## src/rtl/core/hll_pkg.sv

```systemverilog
// ----------------------------------------------------------------------------
// hll_pkg: shared types and constants for the HTML highlight lexer
// Character codes, color classes and the byte classification struct.
// ----------------------------------------------------------------------------
package hll_pkg;

    // Widths of the stream words
    localparam int unsigned CH_W     = 8;
    localparam int unsigned NVALID_W = 2;
    localparam int unsigned IN_W     = 40;  // 4 bytes + 2 bits, padded to bytes
    localparam int unsigned COLOR_W  = 3;
    localparam int unsigned OUT_W    = 8;

    // Character codes
    localparam logic [CH_W-1:0] CH_LT     = 8'h3C;  // <
    localparam logic [CH_W-1:0] CH_GT     = 8'h3E;  // >
    localparam logic [CH_W-1:0] CH_EQ     = 8'h3D;  // =
    localparam logic [CH_W-1:0] CH_SLASH  = 8'h2F;  // /
    localparam logic [CH_W-1:0] CH_DASH   = 8'h2D;  // -
    localparam logic [CH_W-1:0] CH_UNDER  = 8'h5F;  // _
    localparam logic [CH_W-1:0] CH_BANG   = 8'h21;  // !
    localparam logic [CH_W-1:0] CH_BSLASH = 8'h5C;  // backslash
    localparam logic [CH_W-1:0] CH_DQUOTE = 8'h22;
    localparam logic [CH_W-1:0] CH_SQUOTE = 8'h27;
    localparam logic [CH_W-1:0] CH_SPACE  = 8'h20;
    localparam logic [CH_W-1:0] CH_TAB    = 8'h09;
    localparam logic [CH_W-1:0] CH_CR     = 8'h0D;

    // Lookahead counts
    localparam logic [NVALID_W-1:0] NVALID_ONE   = 2'd1;
    localparam logic [NVALID_W-1:0] NVALID_THREE = 2'd3;

    // Color classes
    typedef enum logic [COLOR_W-1:0] {
        COL_DEFAULT  = 3'd0,
        COL_SYMBOL   = 3'd1,
        COL_KEYWORD  = 3'd2,
        COL_FUNCTION = 3'd3,
        COL_STRING   = 3'd4,
        COL_COMMENT  = 3'd5
    } t_color;

    // Flags derived from the current byte and its lookahead
    typedef struct packed {
        logic is_word;     // letter, digit, '_' or '-'
        logic is_blank;    // C isspace
        logic is_quote;    // single or double quote
        logic is_lt;
        logic is_gt;
        logic is_eq;
        logic is_slash;
        logic is_bslash;
        logic cmt_open;    // "<!--" with all three lookahead bytes valid
        logic cmt_dash2;   // "--" with at least one valid lookahead byte
    } t_byte_cls;

endpackage

```

## src/rtl/core/hll_byte_class.sv

```systemverilog
// ----------------------------------------------------------------------------
// hll_byte_class: character classification
// Decodes the current byte and its lookahead into a flag struct.
// ----------------------------------------------------------------------------
module hll_byte_class (
    input  logic [hll_pkg::CH_W-1:0]     i_ch,
    input  logic [hll_pkg::CH_W-1:0]     i_ahead_one,
    input  logic [hll_pkg::CH_W-1:0]     i_ahead_two,
    input  logic [hll_pkg::CH_W-1:0]     i_ahead_three,
    input  logic [hll_pkg::NVALID_W-1:0] i_ahead_valid,
    output hll_pkg::t_byte_cls           o_cls
);

    logic w_lower;
    logic w_upper;
    logic w_digit;

    assign w_lower = (i_ch >= 8'h61) && (i_ch <= 8'h7A);
    assign w_upper = (i_ch >= 8'h41) && (i_ch <= 8'h5A);
    assign w_digit = (i_ch >= 8'h30) && (i_ch <= 8'h39);

    always_comb begin
        o_cls.is_word   = w_lower || w_upper || w_digit ||
                          (i_ch == hll_pkg::CH_UNDER) || (i_ch == hll_pkg::CH_DASH);
        o_cls.is_blank  = (i_ch == hll_pkg::CH_SPACE) ||
                          ((i_ch >= hll_pkg::CH_TAB) && (i_ch <= hll_pkg::CH_CR));
        o_cls.is_quote  = (i_ch == hll_pkg::CH_DQUOTE) || (i_ch == hll_pkg::CH_SQUOTE);
        o_cls.is_lt     = (i_ch == hll_pkg::CH_LT);
        o_cls.is_gt     = (i_ch == hll_pkg::CH_GT);
        o_cls.is_eq     = (i_ch == hll_pkg::CH_EQ);
        o_cls.is_slash  = (i_ch == hll_pkg::CH_SLASH);
        o_cls.is_bslash = (i_ch == hll_pkg::CH_BSLASH);
        o_cls.cmt_open  = (i_ch == hll_pkg::CH_LT) &&
                          (i_ahead_valid == hll_pkg::NVALID_THREE) &&
                          (i_ahead_one == hll_pkg::CH_BANG) &&
                          (i_ahead_two == hll_pkg::CH_DASH) &&
                          (i_ahead_three == hll_pkg::CH_DASH);
        o_cls.cmt_dash2 = (i_ch == hll_pkg::CH_DASH) &&
                          (i_ahead_valid >= hll_pkg::NVALID_ONE) &&
                          (i_ahead_one == hll_pkg::CH_DASH);
    end

endmodule

```

## src/rtl/core/hll_lex_fsm.sv

```systemverilog
// ----------------------------------------------------------------------------
// hll_lex_fsm: lexer state machine
// Holds the lexer state and the registered color class of each byte.
// ----------------------------------------------------------------------------
module hll_lex_fsm (
    input  logic                 i_clk,
    input  logic                 i_rst_n,
    input  logic                 i_step,   // one byte moves to the result register
    input  hll_pkg::t_byte_cls   i_cls,
    output hll_pkg::t_color      o_color
);

    typedef enum logic [3:0] {
        LX_DEFAULT    = 4'd0,
        LX_TAG_OPEN   = 4'd1,
        LX_TAG_NAME   = 4'd2,
        LX_ATTR_NAME  = 4'd3,
        LX_ATTR_VALUE = 4'd4,
        LX_TAG_CLOSE  = 4'd5,
        LX_COMMENT    = 4'd6,
        LX_CMT_EXIT1  = 4'd7,
        LX_CMT_EXIT2  = 4'd8,
        LX_STRING     = 4'd9,
        LX_STR_ESCAPE = 4'd10
    } t_lex_state;

    t_lex_state      r_state;
    t_lex_state      n_state;
    hll_pkg::t_color r_color;
    hll_pkg::t_color n_color;

    always_comb begin
        n_state = r_state;
        n_color = hll_pkg::COL_DEFAULT;
        unique case (r_state)
            LX_CMT_EXIT2: begin
                n_state = LX_DEFAULT;
                n_color = hll_pkg::COL_COMMENT;
            end
            LX_CMT_EXIT1: begin
                n_state = i_cls.is_gt ? LX_CMT_EXIT2 : LX_COMMENT;
                n_color = hll_pkg::COL_COMMENT;
            end
            LX_COMMENT: begin
                if (i_cls.cmt_dash2) begin
                    n_state = LX_CMT_EXIT1;
                end
                n_color = hll_pkg::COL_COMMENT;
            end
            LX_STR_ESCAPE: begin
                n_state = LX_STRING;
                n_color = hll_pkg::COL_STRING;
            end
            LX_STRING: begin
                if (i_cls.is_bslash) begin
                    n_state = LX_STR_ESCAPE;
                end else if (i_cls.is_quote) begin
                    n_state = LX_ATTR_NAME;
                end
                n_color = hll_pkg::COL_STRING;
            end
            LX_ATTR_VALUE: begin
                if (i_cls.is_quote) begin
                    n_state = LX_STRING;
                    n_color = hll_pkg::COL_STRING;
                end else if (i_cls.is_gt) begin
                    n_state = LX_DEFAULT;
                    n_color = hll_pkg::COL_SYMBOL;
                end else begin
                    n_state = LX_ATTR_NAME;
                end
            end
            LX_ATTR_NAME: begin
                if (i_cls.is_eq) begin
                    n_state = LX_ATTR_VALUE;
                    n_color = hll_pkg::COL_SYMBOL;
                end else if (i_cls.is_gt) begin
                    n_state = LX_DEFAULT;
                    n_color = hll_pkg::COL_SYMBOL;
                end else if (i_cls.is_word && !i_cls.is_blank) begin
                    n_color = hll_pkg::COL_FUNCTION;
                end
            end
            LX_TAG_NAME: begin
                if (i_cls.is_gt) begin
                    n_state = LX_DEFAULT;
                    n_color = hll_pkg::COL_SYMBOL;
                end else if (i_cls.is_word) begin
                    n_color = hll_pkg::COL_KEYWORD;
                end else begin
                    n_state = LX_ATTR_NAME;
                end
            end
            LX_TAG_OPEN: begin
                if (i_cls.is_word || i_cls.is_slash) begin
                    n_state = LX_TAG_NAME;
                    n_color = hll_pkg::COL_KEYWORD;
                end else begin
                    n_state = LX_DEFAULT;
                end
            end
            LX_TAG_CLOSE: begin
                n_state = LX_DEFAULT;
                n_color = hll_pkg::COL_SYMBOL;
            end
            default: begin
                // plain text, and any unused code
                if (i_cls.cmt_open) begin
                    n_state = LX_COMMENT;
                    n_color = hll_pkg::COL_COMMENT;
                end else if (i_cls.is_lt) begin
                    n_state = LX_TAG_OPEN;
                    n_color = hll_pkg::COL_SYMBOL;
                end else begin
                    n_state = LX_DEFAULT;
                end
            end
        endcase
    end

    always_ff @(posedge i_clk) begin
        if (i_step) begin
            r_color <= n_color;
        end
        if (!i_rst_n) begin
            r_state <= LX_DEFAULT;
        end else if (i_step) begin
            r_state <= n_state;
        end
    end

    assign o_color = r_color;

endmodule

```

## src/rtl/core/html_highlight_lexer.sv

```systemverilog
// ----------------------------------------------------------------------------
// html_highlight_lexer: HTML syntax-highlighting lexer, one byte per clock unless m_axis stalls
// Classifies each text byte into a color class while tracking tag, attribute,
// string and comment context.
// ----------------------------------------------------------------------------
// Usage:
//   s_axis carries one text byte per word together with three lookahead bytes
//   and the count of valid lookahead bytes (0..3). m_axis returns one color
//   class per accepted word, in order: 0 default, 1 symbol, 2 keyword,
//   3 function, 4 string, 5 comment.
//   Path: an accepted word is held in the input register; its color class
//   then moves into the result register and shows on m_axis.
//   Throughput: one word per clock while m_axis is not stalled. The lexer
//   state register is updated in the same cycle that a byte moves into
//   the result register, so the next byte always sees the state left by
//   the previous one.
//   Stall: the result register holds while m_axis_tready is low; the input
//   register still takes one more word, after which s_axis_tready drops
//   until the result is taken.
//   Reset (i_rst_n low, synchronous): both stages empty, lexer state returns
//   to plain text.
// ----------------------------------------------------------------------------
module html_highlight_lexer (
    input  logic                        i_clk,
    input  logic                        i_rst_n,
    input  logic                        s_axis_tvalid,
    output logic                        s_axis_tready,
    // [7:0] ch, [15:8] ahead_one, [23:16] ahead_two, [31:24] ahead_three,
    // [33:32] ahead_valid, [39:34] zero
    input  logic [hll_pkg::IN_W-1:0]    s_axis_tdata,
    output logic                        m_axis_tvalid,
    input  logic                        m_axis_tready,
    // [2:0] color_class, [7:3] zero
    output logic [hll_pkg::OUT_W-1:0]   m_axis_tdata
);

    // input register
    logic                           r_in_valid;
    logic [hll_pkg::CH_W-1:0]       r_ch;
    logic [hll_pkg::CH_W-1:0]       r_ahead_one;
    logic [hll_pkg::CH_W-1:0]       r_ahead_two;
    logic [hll_pkg::CH_W-1:0]       r_ahead_three;
    logic [hll_pkg::NVALID_W-1:0]   r_ahead_valid;

    // result stage
    logic                           r_out_valid;

    logic                           w_out_free;
    logic                           w_step;
    logic                           w_in_take;
    hll_pkg::t_byte_cls             w_cls;
    hll_pkg::t_color                w_color;

    // result register frees up when empty or being taken this cycle
    assign w_out_free    = !r_out_valid || m_axis_tready;
    assign w_step        = r_in_valid && w_out_free;
    assign s_axis_tready = !r_in_valid || w_out_free;
    assign w_in_take     = s_axis_tvalid && s_axis_tready;

    always_ff @(posedge i_clk) begin
        if (w_in_take) begin
            r_ch          <= s_axis_tdata[7:0];
            r_ahead_one   <= s_axis_tdata[15:8];
            r_ahead_two   <= s_axis_tdata[23:16];
            r_ahead_three <= s_axis_tdata[31:24];
            r_ahead_valid <= s_axis_tdata[33:32];
        end
        if (!i_rst_n) begin
            r_in_valid  <= 1'b0;
            r_out_valid <= 1'b0;
        end else begin
            if (w_in_take) begin
                r_in_valid <= 1'b1;
            end else if (w_step) begin
                r_in_valid <= 1'b0;
            end
            if (w_step) begin
                r_out_valid <= 1'b1;
            end else if (m_axis_tready) begin
                r_out_valid <= 1'b0;
            end
        end
    end

    hll_byte_class u_byte_class (
        .i_ch          (r_ch),
        .i_ahead_one   (r_ahead_one),
        .i_ahead_two   (r_ahead_two),
        .i_ahead_three (r_ahead_three),
        .i_ahead_valid (r_ahead_valid),
        .o_cls         (w_cls)
    );

    hll_lex_fsm u_lex_fsm (
        .i_clk   (i_clk),
        .i_rst_n (i_rst_n),
        .i_step  (w_step),
        .i_cls   (w_cls),
        .o_color (w_color)
    );

    assign m_axis_tvalid = r_out_valid;
    assign m_axis_tdata  = {{(hll_pkg::OUT_W - hll_pkg::COLOR_W){1'b0}}, w_color};

endmodule

```

## config.mk

```make
export PLATFORM = sky130hd
export DESIGN_NAME = html_highlight_lexer
export DESIGN_NICKNAME = d
export VERILOG_FILES = /design/src/rtl/core/hll_pkg.sv /design/src/rtl/core/hll_byte_class.sv /design/src/rtl/core/hll_lex_fsm.sv /design/src/rtl/core/html_highlight_lexer.sv
export SDC_FILE = /design/constraint.sdc
export NUM_CORES = 1
export LEC_CHECK = 0
export ABC_AREA = 1
export BUFFER_PORTS_ARGS = -buffer_cell sky130_fd_sc_hd__buf_2
export CORE_MARGIN = 2
export CORE_UTILIZATION = 50
export DETAILED_ROUTE_END_ITERATION = 16
export PLACE_DENSITY_LB_ADDON = 0.2
export SLEW_MARGIN = 10
export SYNTH_ARGS = -nofsm -noshare
export SYNTH_HDL_FRONTEND = slang
export SYNTH_SLANG_ARGS = --single-unit
```

## constraint.sdc

```tcl
create_clock -name i_clk -period 3.6 [get_ports i_clk]
set_input_delay 0.72 -clock i_clk [delete_from_list [all_inputs] [get_ports i_clk]]
set_output_delay 0.72 -clock i_clk [all_outputs]
set_load 0.02 [all_outputs]
```

# After elaboration in Yosys (flattened, before gate mapping)
# Cells that the tools add are included.
totals:
  mem_count: 0
  mem_bits_rw: 0
  latch_bits: 0
  wordCells: 107
  output_inout_bits: 10
  mem_bits_ro: 0
  register_bits: 43
  inputBits: 44
classes:
  div: 0
  addsub: 0
  mux: 29
  bitwise: 0
  eq_ne: 29
  n_reduce_logical: 31
  mul: 0
  shift: 0
  n_lt_le_gt_ge: 9
ops:
  columns: ["cell", "count"]
  rows:
  - ["$eq 8x6->1 const B", 12]
  - ["$mux 4", 10]
  - ["$pmux 4 s9", 1]
  - ["$pmux 3 s7", 1]
  - ["$eq 4x3->1 const B", 4]
  - ["$eq 8x7->1 const B", 2]
  - ["$ge 8x7->1 const B", 2]
  - ["$le 8x7->1 const B", 2]
  - ["$mux 3", 5]
  - ["$logic_and 1x1->1", 13]
  - ["$eq 4x4->1 const B", 3]
  - ["$mux 2", 5]
  - ["$logic_or 1x1->1", 9]
  - ["$eq 4x2->1 const B", 2]
  - ["$ge 8x4->1 const B", 1]
  - ["$ge 8x6->1 const B", 1]
  - ["$le 8x4->1 const B", 1]
  - ["$le 8x6->1 const B", 1]
  - ["$mux 1", 7]
  - ["$ne 3x3->1 const B", 2]
  - ["$reduce_and 5->1", 1]
  - ["$eq 4x1->1 const B", 1]
  - ["$reduce_bool 2->1", 2]
  - ["$reduce_or 2->1", 2]
  - ["other kinds (6)", 8]

# Longest topological paths before layout
depth:
  word_depth: 11
  ltp_mapped: 13

# Cells and area by module
# A second synthesis with hierarchy kept.
unflattened:
  cells_unflattened: 249
  area_unflattened_um2: 2137.0
modules_own_cells:
  columns: ["mod", "seq_area_each_um2", "area_each_um2", "n_inst", "cells_per_inst"]
  rows:
  - ["html_highlight_lexer", 1061.0, 1157.4, 1, 53]
  - ["hll_lex_fsm", 170.2, 603.1, 1, 108]
  - ["hll_byte_class", 0.0, 376.6, 1, 88]

# Worst setup path after synthesis
# No wires, ideal clock.
synth_path:
  path_type: "input -> register"
  start: "input m_axis_tready"
  end: "register r_ahead_one[0] (netlist name) (enable)"
  setup_slack_ns: 1.447
  required_time_ns: 3.211
  arrival_time_ns: 1.764
  stages: 4
  n_path_buf: 0
  cell_sequence: "inv_1 > nand3_1 > nand2_1 > inv_1"
synth_via:
  elab_chain_cells: 3
synth_lines:
  columns: ["element", "line_no", "text"]
  rows:
  - ["start, declared", "html_highlight_lexer.sv:32", "input logic m_axis_tready,"]
  - ["$logic_or 1x1->1", "html_highlight_lexer.sv:55", "assign w_out_free = !r_out_valid || m_axis_tready;"]
  - ["$logic_or 1x1->1", "html_highlight_lexer.sv:57", "assign s_axis_tready = !r_in_valid || w_out_free;"]
  - ["named net s_axis_tready", "html_highlight_lexer.sv:27", "output logic s_axis_tready,"]
  - ["$logic_and 1x1->1", "html_highlight_lexer.sv:58", "assign w_in_take = s_axis_tvalid && s_axis_tready;"]
  - ["named net w_in_take", "html_highlight_lexer.sv:50", "logic w_in_take;"]
  - ["end signal, assigned", "html_highlight_lexer.sv:63", "r_ahead_one <= s_axis_tdata[15:8];"]
  - ["end, declared", "html_highlight_lexer.sv:40", "logic [hll_pkg::CH_W-1:0] r_ahead_one;"]
# The timed path passes the listed nets, and every way through them passes these cells.
# A chain may end at the register's enable or synchronous reset.

# Worst setup path after layout
layout_path:
  start: "input m_axis_tready"
  end: "output s_axis_tready"
layout_via:
  elab_chain_cells: 2
layout_lines:
  columns: ["element", "line_no"]
  rows:
  - ["$logic_or 1x1->1", "html_highlight_lexer.sv:55"]
  - ["$logic_or 1x1->1", "html_highlight_lexer.sv:57"]
  - ["end, declared", "html_highlight_lexer.sv:27"]
# No other way between the ends.

==> run metrics <==
Yosys reg bits=43; leakage=around 0.0011 µW; Die H=just under 70 µm; CTS Root Cell=clkbuf_8; clock network power share=0.339; Antenna Diode Count=0; syn_area_per_cell=9.16 µm²; Arr. time, crit path=roughly 1.2 ns; Yosys warnings=0; DR vias/cell=4.73; number of synthesized flops with an enable pin=37; IO buf count=42; reg-to-reg slack, setup=about 2 ns; Setup violations, final=0; Clock Latency Late Sink=between 0.2 and 0.3 ns; Internal Power=between 800 and 900 µW; Die X=about 68 µm; Non-Filler Instances=about 320; Core Area=just under 4000 µm²; share of post-route cells with drive strength above 1=0.239; post-synthesis compound-gate area fraction=0.0398; RR Startpoint=r_ch[4]; NetSw=~240 µW; vias in the first global route=1435; Comb pwr share=0.107; Routed Antenna Nets=0; num rows=23; Clock transition at path regs=approximately 0.08 ns; DR iter-0 viols=55; final core utilization=0.606; status=completed; Clock Path Buffers=2; Post-Synthesis Cells=roughly 220; power consumption=1060 µW; sw frac=0.228; gpl congestion=0.844; nature of the critical path endpoint=output port; CP startpoint=m_axis_tready; fill count=around 370; Synth Area in Simple Gates=0.279; initial antenna violation count=0; crit path launch type=primary input; Worst Path Required=around 2.9 ns; Max-cap violations=0; DPL Wire Length=~2700 µm; Peak Freq=about 0.53 GHz; hold violation count in the final report=0; fin. max-slew vios=0; clock sinks=43; prevailing post-synth register cell=edfxtp_1; Adder-Cell Fraction of Synth Area=0; drc violations=0; FF-to-FF End=u_lex_fsm.r_state[2]; Distinct cells, synth=24; Setup TNS Final=0 ns; clock skew=0.00330 ns; Pwr Density=around 440 nW/µm²; CTS buffer count=5; unrepaired setup endpoints after global routing=false; CP max FO=3; Syn-to-layout area delta=17.8%; Max VDD drop=about 0.24 mV; Initial Util=0.514; gr usage total=0.172; first-pass GRT wire length=about 5700 µm; Wirelength per Cell=about 11 µm; H-Tree Depth=2; Post-Synth XOR/XNOR Area=0; footprint of the multi-input gates=~670 µm²; overall via count from detail_route=1524; post-synthesis mux area share=0; CTS tree=built; TritonRoute pass-1 iters=4; Total Wirelength=about 3400 µm; Final nets=~320; I/O pins=54; Setup crit end=s_axis_tready; Sequential Power Share=0.554; fin crit period=~1.9 ns; Crit Path Class=primary input to output port; Seq/Total Area, Yosys=0.603; dpl cells=about 320; die area=approximately 4600 µm²; largest net degree at the start of global routing=33; setup bufs post-CTS=0; worst r2r path cells=10; main combinational cell family by area after synthesis=simple AND/OR/NAND/NOR gates; cts-stage hold buffer count=0; Hold WC Path Type=register to register; global route total overflow=0; Syn Std Cell Area=2040 µm²; Post-synth ARST share=0; Register Area=1230 µm²; post-cts resize count=0; part of the cycle the worst path needs=0.523
==> worst max-delay path, cell delays in order <==
cell	delay (ns)
buf_2	0.09
inv_1	0.07
nand3_1	0.10
buf_2	0.18
==> stage by stage <==
step,cell area [µm²],hold WS [ns],setup WS (ns)
global placement,2300,0.461,1.69
finish,2410,0.475,1.72
floorplan,2060,0.448,1.45
detailed placement,2300,0.465,1.69
CTS,2410,0.477,1.72
global route,2410,0.499,1.63
==> cell families (layout without fill, tap and decap cells) <==
group                  Yosys count  after routing
AO/OA/AOI/OAI                   14             14
flip-flops                      43             43
other                            1              5
buffers and inverters           37             82
AND/OR/NAND/NOR                128            128
==> flip-flops by register name, indices dropped and copies added, names as in the netlist <==
signal	count
m_axis_tvalid	1
r_ahead_one	8
r_ahead_three	8
r_ahead_two	8
r_ahead_valid	2
r_ch	8
r_in_valid	1
u_lex_fsm.o_color	3
u_lex_fsm.r_state	4
==> layer usage <==
| metal | track usage | wire [µm] | vias to the layer above |
|---|---|---|---|
| met5 | 0 | 0 | - |
| met4 | 0.0750 | 65 | 0 |
| met3 | 0.0428 | 181 | 7 |
| met2 | 0.299 | 1640 | 39 |
| met1 | 0.200 | 1520 | 668 |
| li1 | - | - | 810 |
==> cell usage in the layout (no fill, tap or decap), types with 4 or more instances in the layout <==
cell	count
nand2_1	56
buf_2	42
edfxtp_1	37
nor2_1	34
inv_1	31
nand3_1	11
nor3_1	9
nand2_2	6
dfxtp_1	6
o21ai_0	5
conb_1	5
clkbuf_8	5
a21oi_1	4
nor2_2	4
==> cells in the mapped netlist, types with 2 or more instances <==
library cell	count	area, µm²
nand3b_1	2	15.0
o21ai_0	5	25.0
nand2_2	6	37.5
nand3_1	11	55.1
a21oi_1	4	20.0
nand4_1	2	12.5
nand2_4	2	22.5
edfxtp_1	37	1110
dfxtp_1	6	120
nor2_2	4	25.0
nor2_1	34	128
nand2_1	56	210
nor3_1	9	45.0
buf_4	5	37.5
inv_1	31	116
==> power by group through the flow <==
stage | combinational (µW) | sequential [µW] | clock, µW
finish | 113 | 587 | 359
global placement | 113 | 598 | 0
CTS | 114 | 588 | 371
global route | 131 | 591 | 385
floorplan | 76.7 | 600 | 0
detailed placement | 114 | 599 | 0
==> worst min path at each step <==
stage	startpoint	to	slack, ns	cells past startpoint
6_report	r_in_valid	m_axis_tvalid	0.47	2
5_1_grt	r_in_valid	m_axis_tvalid	0.50	2
3_3_place_gp	r_in_valid	m_axis_tvalid	0.46	2
2_1_floorplan	r_in_valid	m_axis_tvalid	0.45	2
4_1_cts	r_in_valid	m_axis_tvalid	0.48	2
3_5_place_dp	r_in_valid	m_axis_tvalid	0.47	2
==> layout make-up <==
| class | instances | area share |
|---|---|---|
| Clock buffer | 5 | 0.0286 |
| Clock inverter | 2 | 0.0156 |
| Multi-Input combinational cell | 147 | 0.278 |
| Timing Repair Buffer | 43 | 0.0904 |
| Sequential cell | 43 | 0.511 |
| Inverter | 32 | 0.0499 |
| Tap cell | 50 | 0.0260 |
Note: power is estimated with default switching activity, not from simulation.
